--- src/hw/rtl/tccw_pkg.sv ---
`default_nettype none
package tccw_pkg;

	localparam int ROW_W   = 5;
	localparam int COL_W   = 7;
	localparam int CHAR_W  = 8;
	localparam int ATTR_W  = 8;
	localparam int CELL_W  = ATTR_W + CHAR_W;

	localparam int S_DATA_W = 24;
	localparam int S_USER_W = 2;
	localparam int M_DATA_W = 32;

	localparam int QUEUE_DEPTH = 2;

	localparam logic [CHAR_W-1:0] CHR_NL        = 8'h0A;
	localparam logic [CHAR_W-1:0] CHR_TAB       = 8'h09;
	localparam logic [CHAR_W-1:0] CHR_CR        = 8'h0D;
	localparam logic [CHAR_W-1:0] CHR_SPACE     = 8'h20;
	localparam logic [CHAR_W-1:0] CHR_PRINT_MAX = 8'h7F;
	localparam logic [ATTR_W-1:0] ATTR_RESET    = 8'h07;
	localparam logic [COL_W:0]    TAB_STEP      = 8'd4;

	typedef enum logic [1:0] {
		ACT_PUT   = 2'd0,
		ACT_MOVE  = 2'd1,
		ACT_CLEAR = 2'd2,
		ACT_READ  = 2'd3
	} action_t;

	typedef enum logic [2:0] {
		CMD_NOP,
		CMD_CHAR,
		CMD_TAB,
		CMD_NEWLINE,
		CMD_CR,
		CMD_MOVE,
		CMD_CLEAR,
		CMD_READ
	} cmd_kind_t;

	typedef struct packed {
		cmd_kind_t         kind;
		logic [CHAR_W-1:0] char_code;
		logic [ROW_W-1:0]  row;
		logic [COL_W-1:0]  col;
		logic              in_range;
	} cmd_t;

endpackage
`default_nettype wire

--- src/hw/rtl/tccw_front.sv ---
`default_nettype none
module tccw_front
	import tccw_pkg::*;
#(
	parameter int COLUMNS = 80,
	parameter int ROWS    = 25
) (
	input  wire logic                s_tvalid,
	output      logic                s_tready,
	input  wire logic [S_DATA_W-1:0] s_tdata,
	input  wire logic [S_USER_W-1:0] s_tuser,
	input  wire logic                init_busy,
	input  wire logic                q_full,
	output      logic                push,
	output      cmd_t                push_cmd
);

	logic [CHAR_W-1:0] code;
	logic [ROW_W-1:0]  trow;
	logic [COL_W-1:0]  tcol;

	assign code = s_tdata[CHAR_W-1:0];
	assign trow = s_tdata[CHAR_W +: ROW_W];
	assign tcol = s_tdata[CHAR_W+ROW_W +: COL_W];

	// hold off new beats while the screen store is swept after reset
	assign s_tready = !q_full && !init_busy;
	assign push     = s_tvalid && s_tready;

	always_comb begin
		push_cmd.char_code = code;
		push_cmd.row       = trow;
		push_cmd.col       = tcol;
		push_cmd.in_range  = ({1'b0, trow} < (ROW_W+1)'(ROWS)) &&
				({1'b0, tcol} < (COL_W+1)'(COLUMNS));
		push_cmd.kind      = CMD_NOP;
		case (action_t'(s_tuser))
			ACT_PUT: begin
				case (code)
					CHR_NL:  push_cmd.kind = CMD_NEWLINE;
					CHR_TAB: push_cmd.kind = CMD_TAB;
					CHR_CR:  push_cmd.kind = CMD_CR;
					default: begin
						if (code >= CHR_SPACE && code <= CHR_PRINT_MAX) begin
							push_cmd.kind = CMD_CHAR;
						end
					end
				endcase
			end
			ACT_MOVE:  push_cmd.kind = CMD_MOVE;
			ACT_CLEAR: push_cmd.kind = CMD_CLEAR;
			ACT_READ:  push_cmd.kind = CMD_READ;
			default:   push_cmd.kind = CMD_NOP;
		endcase
	end

endmodule
`default_nettype wire

--- config.mk ---
export PLATFORM = sky130hd
export DESIGN_NAME = tccw_front
export DESIGN_NICKNAME = d
export VERILOG_FILES = /design/src/hw/rtl/tccw_pkg.sv /design/src/hw/rtl/tccw_front.sv
export SDC_FILE = /design/constraint.sdc
export NUM_CORES = 1
export LEC_CHECK = 0
export BUFFER_PORTS_ARGS = -buffer_cell sky130_fd_sc_hd__buf_2
export CORE_AREA = 3 3 40 42
export DETAILED_ROUTE_END_ITERATION = 7
export DIE_AREA = 0 0 43 45
export GPL_TIMING_DRIVEN = 0
export PLACE_DENSITY = 0.78
export SETUP_SLACK_MARGIN = 0.1
export SLEW_MARGIN = 20
export SYNTH_ARGS = -nofsm -noshare
export SYNTH_HDL_FRONTEND = slang
export SYNTH_SLANG_ARGS = --single-unit
--- constraint.sdc ---
create_clock -name vclk -period 1.03
set_input_delay 0.206 -clock vclk [all_inputs]
set_output_delay 0.206 -clock vclk [all_outputs]
set_load 0.02 [all_outputs]
# After elaboration in Yosys (flattened, before gate mapping)
# Cells that the tools add are included.
# Widths: inputs -> output; s select.
totals:
  in_bits: 29
  word_cells: 20
  out_inout_bits: 26
  register_bits: 0
classes:
  n_lt_le_gt_ge: 4
  n_mux: 3
  n_reduce_logical: 7
  eq_ne: 6
op_table:
  columns: ["operator", "n"]
  rows:
  - ["$eq 8x4->1 const B", 3]
  - ["$pmux 3 s4", 1]
  - ["$pmux 3 s3", 1]
  - ["$ge 8x6->1 const B", 1]
  - ["$le 8x7->1 const B", 1]
  - ["$lt 7x7->1 const B", 1]
  - ["$lt 5x5->1 const B", 1]
  - ["$eq 2x2->1 const B", 2]
  - ["$logic_and 1x1->1", 4]
  - ["$eq 2x1->1 const B", 1]
  - ["$logic_not 1->1", 2]
  - ["$logic_not 2->1", 1]
  - ["$mux 1", 1]

# Depth between registers and ports, before layout
depth:
  ltp_word: 5
  ltp_mapped: 3
  mapped_depth_nobuf: 3

# Least setup slack after synthesis
# OpenSTA, ideal clock, no wires.
synth_timing:
  path_type: "input to output"
  startpoint: "input port s_tdata[4]"
  endpoint: "output port push_cmd[21] in the netlist's numbering"
  t_arrival_ps: 1153
  slack_ps: -329
  required_time_ps: 824
  stages: 3
  path_buffers: 0
  path_cell_list: "nor4_2 -> nand2_1 -> o31ai_1"
synth_rtl:
  columns: ["element", "line", "text"]
  rows:
  - ["from (decl)", "tccw_front.sv:10", "input wire logic [S_DATA_W-1:0] s_tdata,"]
  - ["to (decl)", "tccw_front.sv:15", "output cmd_t push_cmd"]

==> impl_metrics.yaml <==
status:
  outcome: "finished, violations left"
  violations: "setup timing"
critical_path:
  crit_fanout: 3
  cp.arrival_ns: 1.11
  slowest_stage: "nor4_4"
  cp.required_ns: 0.82
  path_class: "in -> out"
  worstSetupEndpointType: "primary output"
  crit_end: "push_cmd[22]"
  path_cells: "buf_8, nor4_4, nand2_2, o41ai_4, buf_4"
  max_stage_delay_ns: 0.26
  critPathLaunchType: "input port"
  setup.worst_path.start: "s_tdata[5]"
floorplanning:
  core_sq_um: 1285
  num_io_pins: 55
  num_rows: 13
  die_x_um: 43
  die_area_sq_um: 1935
  dieHeight_um: 45
  initial_core_util_pct: 21.03
power_and_ir_drop:
  irDropWorstVdd_uv: 170.3
  power_density_nw_per_um2: 492.7
  p_leak_nw: 0.3559
flow_run:
  cap_violations: 0
placement:
  dpl_worst_slack_ns: -0.4147
  gp_congestion: 0.6524
  detailed_place_hpwl_um: 896.2
  placed_cells: 101
  portBuffers: 47
drt:
  wirelength_um: 1017
  drtAntennaViolNets: 0
  avgRoutedWirePerCell_um: 10.07
  viasPerCell: 3.881
  dr.pass1.iters: 2
  drc: 0
  drtIter0Drc: 2
  dr_total_vias: 392
timing:
  finalHoldViolCount: 0
  whs_ns: 0.6288
  final_max_slew_viol_count: 0
  fin_tns_setup_ns: -0.7914
  worst_pin_slew_ns: 0.2411
  setup_slack_ns: -0.2824
  finalCritPeriodShare_pct: 127.4
  max_freq_mhz: 762.0
  max_slew_margin_pct: 83.81
  period_needed_ns: 1.312
  rsz0062_at_grt: "yes"
  setup_viol: 4
finish:
  diodes: 0
  final_cell_mix: "buf_2 (38), buf_4 (22), buf_6 (5), nor2_1 (3)"
  nFillCells: 136
  layout_commonest_cell: "buf_2"
  clkbuf_count: 0
  seqCellArea_sq_um: 0
  nFlopsAndLatches: 0
  layout.nets: 117
  multi_input_area_sq_um: 180.2
  syn_to_final_growth_pct: 138.4
  drive_above_1_share_pct: 88.37
  layout.cells.non_filler: 101
min_path:
  hp-class: "in -> out"
  worst_hold_path.num_cells: 2
logic_synthesis:
  synth_cell_type_count: 13
  syn-cell-area_sq_um: 270.3
  yosysTopAreaCellShare_pct: 55.56
  yosysWarnings: 0
  synth_top_area_cell: "buf_4"
  syn_avg_cell_area_sq_um: 6.930
  syn_inst: 39
  ys_top_cells_by_area: "buf_4 (56%), o41ai_2 (6.0%), nor2_1 (5.6%)"
  ys_seq_area_share_pct: 0
  syn-num-nets: 68
global_routing:
  grt_overflow: 0
  grt_start_max_net_pins: 5
  grt_usage_pct: 9.370
  antenna_found_initial: 0
  grt_first_pass_wirelength_um: 1511
  grt_pass1_vias: 347
report_power, final:
| group | switching, mW | internal [mW] | total, mW |
|---|---|---|---|
| logic | 0.156 | 0.161 | 0.317 |
| registers | 0 | 0 | 0 |
| clock network | 0 | 0 | 0 |
| total | 0.156 | 0.161 | 0.317 |
repair_timing:
action                                  in CTS  in global routing
hold buffers                                 0                  0
setup buffers                                0                  0
endpoints found under the setup margin       4                  4
hold endpoints to repair                     0                  0
gates resized for setup                     14                  5
pin swaps                                    5                  5
cells in the mapped netlist:
cell type and number:
a21oi_1 1, and2_1 2, buf_4 20, inv_1 1, nand2_1 3, nor2_1 4, nor4_2 1, o21ai_0 1
o311ai_0 1, o31ai_1 2, o41ai_2 1, or2_2 1, xnor2_1 1
layer usage:
layer	share of wire, %	track usage (%)
met5	0	0
met4	0	0
met2	66	21.26
met1	28	9.524
met3	5.9	0.7968
final cells by class:
cell class / count / area share, %
multi-input cells: 18 / 27.96
inverters: 1 / 0.5825
repair buffers: 47 / 45.24
plain buffers: 20 / 23.30
well taps: 15 / 2.913
critical path: cells and delay by family:
kind	cells	cell delay [ns]
compound gates	1	0.21
buf+inv	2	0.29
simple gates	2	0.40
how the worst min path moves through the flow:
stage | to | startpoint | slack (ns)
2_1_floorplan | s_tready | q_full | 0.46
6_report | push_cmd[3] | s_tdata[15] | 0.63
3_5_place_dp | push_cmd[3] | s_tdata[15] | 0.63
4_1_cts | push_cmd[3] | s_tdata[15] | 0.63
3_3_place_gp | push_cmd[1] | s_tdata[13] | 0.63
5_1_grt | push_cmd[2] | s_tdata[14] | 0.63
kinds of logic (layout without fill, tap and decap cells):
family	count (synthesis)	count (layout)	share of synthesized area, %
XOR/XNOR	1	1	3.241
buffers and inverters	21	68	56.94
AO/OA/AOI/OAI	6	6	18.52
AND/OR/NAND/NOR	11	11	21.29
through the flow:
| step | util [%] | total power, mW | area, sq um |
|---|---|---|---|
| finish | 50.15 | 0.3175 | 644.4 |
| global route | 50.15 | 0.3376 | 644.4 |
| CTS | 48.30 | 0.3091 | 620.6 |
| detailed placement | 44.30 | 0.2825 | 569.3 |
| global placement | 44.30 | 0.2776 | 569.3 |
| floorplan | - | 0.1698 | 315.3 |
No activity file was read; power rests on OpenSTA's default activity.
