`config.mk`:
```
export PLATFORM = sky130hd
export DESIGN_NAME = tccw_queue
export DESIGN_NICKNAME = d
export VERILOG_FILES = /design/src/hw/rtl/tccw_pkg.sv /design/src/hw/rtl/tccw_queue.sv
export SDC_FILE = /design/constraint.sdc
export NUM_CORES = 1
export LEC_CHECK = 0
export ABC_CLOCK_PERIOD_IN_PS = 1800
export BUFFER_PORTS_ARGS = -buffer_cell sky130_fd_sc_hd__buf_4
export CAP_MARGIN = 15
export CORE_AREA = 2 2 70 72
export CTS_BUF_LIST = sky130_fd_sc_hd__clkbuf_8 sky130_fd_sc_hd__clkbuf_16
export CTS_CLUSTER_SIZE = 16
export DETAILED_ROUTE_END_ITERATION = 8
export DIE_AREA = 0 0 72 74
export GPL_ROUTABILITY_DRIVEN = 1
export PLACE_DENSITY = 0.82
export SKIP_LAST_GASP = 1
export SLEW_MARGIN = 20
export SYNTH_ARGS = -nofsm -noshare
export SYNTH_HDL_FRONTEND = slang
export SYNTH_SLANG_ARGS = --single-unit
export TNS_END_PERCENT = 20
```
`constraint.sdc`:
```
create_clock -name clk -period 1.8 [get_ports clk]
set_clock_uncertainty 0.05 [all_clocks]
set_input_delay 0.18 -clock clk [delete_from_list [all_inputs] [get_ports clk]]
set_output_delay 0.18 -clock clk [all_outputs]
set_load 0.05 [all_outputs]
```
`src/hw/rtl/tccw_pkg.sv`:
```
`default_nettype none
package tccw_pkg;

	localparam int ROW_W   = 5;
	localparam int COL_W   = 7;
	localparam int CHAR_W  = 8;
	localparam int ATTR_W  = 8;
	localparam int CELL_W  = ATTR_W + CHAR_W;

	localparam int S_DATA_W = 24;
	localparam int S_USER_W = 2;
	localparam int M_DATA_W = 32;

	localparam int QUEUE_DEPTH = 2;

	localparam logic [CHAR_W-1:0] CHR_NL        = 8'h0A;
	localparam logic [CHAR_W-1:0] CHR_TAB       = 8'h09;
	localparam logic [CHAR_W-1:0] CHR_CR        = 8'h0D;
	localparam logic [CHAR_W-1:0] CHR_SPACE     = 8'h20;
	localparam logic [CHAR_W-1:0] CHR_PRINT_MAX = 8'h7F;
	localparam logic [ATTR_W-1:0] ATTR_RESET    = 8'h07;
	localparam logic [COL_W:0]    TAB_STEP      = 8'd4;

	typedef enum logic [1:0] {
		ACT_PUT   = 2'd0,
		ACT_MOVE  = 2'd1,
		ACT_CLEAR = 2'd2,
		ACT_READ  = 2'd3
	} action_t;

	typedef enum logic [2:0] {
		CMD_NOP,
		CMD_CHAR,
		CMD_TAB,
		CMD_NEWLINE,
		CMD_CR,
		CMD_MOVE,
		CMD_CLEAR,
		CMD_READ
	} cmd_kind_t;

	typedef struct packed {
		cmd_kind_t         kind;
		logic [CHAR_W-1:0] char_code;
		logic [ROW_W-1:0]  row;
		logic [COL_W-1:0]  col;
		logic              in_range;
	} cmd_t;

endpackage
`default_nettype wire

```
`src/hw/rtl/tccw_queue.sv`:
```
`default_nettype none
module tccw_queue
	import tccw_pkg::*;
(
	input  wire logic clk,
	input  wire logic arst_n,
	input  wire logic push,
	input  wire cmd_t push_cmd,
	output      logic full,
	input  wire logic pop,
	output      logic valid,
	output      cmd_t head
);

	localparam int PTR_W = (QUEUE_DEPTH > 1) ? $clog2(QUEUE_DEPTH) : 1;
	localparam int CNT_W = $clog2(QUEUE_DEPTH + 1);

	cmd_t             entry_q [QUEUE_DEPTH];
	logic [PTR_W-1:0] wr_ptr_q;
	logic [PTR_W-1:0] rd_ptr_q;
	logic [CNT_W-1:0] count_q;

	assign full  = (count_q == CNT_W'(QUEUE_DEPTH));
	assign valid = (count_q != '0);
	assign head  = entry_q[rd_ptr_q];

	always_ff @(posedge clk or negedge arst_n) begin
		if (!arst_n) begin
			wr_ptr_q <= '0;
			rd_ptr_q <= '0;
			count_q  <= '0;
		end else begin
			if (push) begin
				entry_q[wr_ptr_q] <= push_cmd;
				wr_ptr_q <= (wr_ptr_q == PTR_W'(QUEUE_DEPTH-1)) ? '0 : wr_ptr_q + 1'b1;
			end
			if (pop) begin
				rd_ptr_q <= (rd_ptr_q == PTR_W'(QUEUE_DEPTH-1)) ? '0 : rd_ptr_q + 1'b1;
			end
			if (push && !pop) begin
				count_q <= count_q + 1'b1;
			end else if (pop && !push) begin
				count_q <= count_q - 1'b1;
			end
		end
	end

endmodule
`default_nettype wire

```
Word-level counts from Yosys, hierarchy flattened --
Memory sizes are Yosys's and may differ from the RTL's. Index checks and enable logic that the tools add are counted.
Word-level totals: bits in registers 4, memory bits (writable) 48, input port bits 28, word-level logic and storage cells 22, memories kept 1
Memories:
- entry_q | words 2, bits a word 24, rd ports 1, clocked after memory_dff 0, write ports 1, line tccw_queue.sv:18 | cmd_t entry_q [QUEUE_DEPTH];
Operators by class: add/sub/neg operators 4, eq/ne operators 1, mux-type cells 6, reduce and logical (&&, ||, !) cells 7
Operators with widths (number):
- $mux W1 | 4
- $mux W2 | 2
- $reduce_bool A2 Y1 | 2
- $logic_and A1 B1 Y1 | 3
- $add A1 B1 Y1 const B | 2
- $add A2 B1 Y2 const B | 1
- $eq A2 B2 Y1 const B | 1
- $logic_not A1 Y1 | 2
- $sub A2 B1 Y2 const B | 1

Depth between registers and ports, before layout --
word-level depth 4, gate-level depth with buffers 5, depth with buffers taken out 5

Least setup slack after synthesis --
OpenSTA, ideal clock, no wires.
path kind reg-to-reg, start reg wr_ptr_q, end mem entry_q[0][0] in the netlist's numbering (enable), library setup time 405 ps, arrival time 1429 ps, data required time 1345 ps, setup slack -84 ps, cell stages (with the launch flop) 2, buffers on the path 0, cell sequence dfrtp_1 -> nor2_1
RTL lines:
- start: declaration | line tccw_queue.sv:19 | logic [PTR_W-1:0] wr_ptr_q;
- start signal: assignment | line tccw_queue.sv:35 | wr_ptr_q <= (wr_ptr_q == PTR_W'(QUEUE_DEPTH-1)) ? '0 : wr_ptr_q + 1'b1;
- end: declaration | line tccw_queue.sv:18
Straight into the memory's write port.

==> impl_metrics.toml <==
[status]
status = "finished, final reports clean"

[setup_path]
max_stage_delay_ns = 0.41
cp_common_cell = "buf_4"
r2r_start = "wr_ptr_q"
required_ns = 1.57
cp-start-kind = "register"
critPathKind = "register to primary output"
worstPathMaxFanout = 6
crit_slowest_cell = "dfrtp_1"
crit_path_start = "rd_ptr_q"
cp_cell_sequence = "buf_4 > mux2_2 > buf_4"
arrival_ns = 1.42
crit_path_end_kind = "primary output"

[place]
io_buffers = 53
place_ws_ns = 0.461
hpwl_um = 2330
dpl_cell_area_sq_um = 2500
dp.cells = 202
gp_congestion = 0.674

[synth]
synthArstFlopShare_pct = 7.69
syn-num-nets = 121
yosys-top-cells-area = "edfxtp_1 (71%), mux2_4 (14%), dfrtp_1 (4.9%), mux2_2 (2.8%), buf_12 (2.0%)"
syn_area_sq_um = 2020
ys.flop_type = "edfxtp_1"
synth_seq_area_share_pct = 76.1
yosysTopAreaCell = "edfxtp_1"
ys_ff_latch = 52
yosysUniqueCellTypes = 15
synth_top_area_share_pct = 71.2
yosys_warnings = 0
netlist_instances = 92
synth_edf_count = 48
synthTopCellsByCount = "edfxtp_1 (48), mux2_4 (19), mux2_2 (5)"
synth.avg_cell_area_sq_um = 22.0
post-synth-top-count-cell = "edfxtp_1"

[sta]
finalSetupViolations = 0
fin_crit_sh_pct = 91.7
tightest_slew_ns = 0.250
slew_violations = 0
worst_slack_ns = 0.149
hold_viol = 0
fmax_mhz = 606
rsz0062_at_grt = "false"
fin_crit_ns = 1.65
slew_headroom_pct = 83.3
fin_setup_tns_ns = 0

[clocking]
worst_skew_pair.late_latency_ns = 0.29
h-tree-depth = 2
clock_path_buffers = 2
cts_buffers = 5
root_buffer = "clkbuf_8"
post_cts_buffers = 0
cts_sinks = 52
cts_tree = "built"
path_clk_slew_ns = 0.09

[floorplan]
io_pins = 54
die_y_um = 74
die_x_um = 72
core_sq_um = 4600
std_cell_rows = 25
start_util_pct = 44.0
die_area_sq_um = 5330

[route]
drt-initial-drc-count = 34
via_per_inst = 4.60
drcViolationCount = 0
detail_route.wirelength_um = 3130
detail_route.wl_per_cell_um = 14.8
postRouteAntennaNets = 0
dr.pass1.iters = 4
vias = 971

[layout]
fillers = 349
drive_gt1_share_pct = 58.6
antenna_cells = 0
syn_to_final_growth_pct = 28.6
layout.nets = 185
final_area_sq_um = 2600
layoutNonFillerInstCount = 211

[global_route]
gr-total-overflow = 0
grt_start_max_net_pins = 20
grt_pass1_wl_um = 4910
track_usage_pct = 12.5
grt_pass1_vias = 1041
grt_antenna_before_repair = 0

[power]
pwr-share-seq_pct = 38.6
ir_drop_v = 0.000779
switchingPower_w = 0.00155
switching_share_pct = 37.9
p_comb_share_pct = 45.7
p_leak_nw = 1.06
clkPwrFrac_pct = 15.7
power.density_nw_per_um2 = 1570
power.internal_w = 0.00254

[hold_path]
min_path_type = "primary input to register"
min_from = "pop"

[run]
maxCapViolCount = 0
-- metal layers --
layer / wire length (um) / GRT usage, % / share of wire (%)
met5: 0 / 0 / 0
met4: 10 / 4.40 / 0.32
met3: 199 / 3.39 / 6.4
met1: 1180 / 15.0 / 38
met2: 1740 / 22.0 / 56
-- worst paths after layout --
path / slack (ns) / cells after the start / end
max: 0.15 / 3 / head[3]
min: 0.02 / 2 / rd_ptr_q
max reg2reg: 0.54 / 2 / entry_q[1][16]
min reg2reg: 0.44 / 1 / count_q[1]
max in group asynchronous: 1.43 / 2 / count_q[1]
min in group asynchronous: 0.16 / 2 / rd_ptr_q
-- state kept, by name, indices dropped and copies added (netlist names) --
name,count
count_q,2
wr_ptr_q,1
entry_q,48
rd_ptr_q,1
-- cells by family after synthesis --
group / Yosys count / synth area share (%)
flops: 52 / 76.1
simple gates: 6 / 1.48
buf+inv: 4 / 2.72
mux: 24 / 16.9
xor+xnor: 5 / 2.16
fa+ha+maj: 1 / 0.618
-- area by class of cell --
class	instances	area (sq um)	area share [%]
Inverter	1	3.75	0.144
Clock inverter	2	11.3	0.433
Clock buffer	6	82.6	3.17
Sequential cell	52	1540	59.2
Timing Repair Buffer	60	465	17.9
Tap cell	54	67.6	2.60
Multi-Input combinational cell	36	430	16.5
-- power groups by stage --
stage | clock, W | combinational [W] | sequential [W]
global placement | 0 | 0.00186 | 0.00159
floorplan | 0 | 0.00149 | 0.00158
global route | 0.000721 | 0.00195 | 0.00159
finish | 0.000643 | 0.00187 | 0.00158
CTS | 0.000666 | 0.00189 | 0.00158
detailed placement | 0 | 0.00188 | 0.00161
-- worst max-delay path, delay by kind of cell (launching register included) --
family   cells  cell delay, ns
flops        1            0.41
mux          1            0.34
buf+inv      2            0.38
-- placed cells by master, fill, tap and decap left out, drive strengths merged --
cell type and count:
xnor2 1, and3 1, xor2 4, dlygate4sd3 1, buf 59, dfrtp 4, or2 1, inv 2
mux2 24, nand2 1, nor2b 1, edfxtp 48, nor2 2, clkbuf 6, ha 1, clkinvlp 1
-- stage by stage --
stage / total power [W] / utilization [%] / hold WS, ns
finish: 0.00409 / 56.6 / 0.0160
global route: 0.00427 / 56.6 / 0.00182
CTS: 0.00413 / 56.6 / 0.00836
detailed placement: 0.00349 / 54.3 / -0.0646
global placement: 0.00345 / 54.3 / -0.0679
floorplan: 0.00307 / - / -0.166
-- what timing repair did --
item | 4_1_cts | 5_1_grt
gates resized for setup | 0 | 0
endpoints found under the setup margin | 0 | 0
hold endpoints to repair | 4 | 0
hold buffers | 1 | 0
Power figures use the tool's default switching activity.
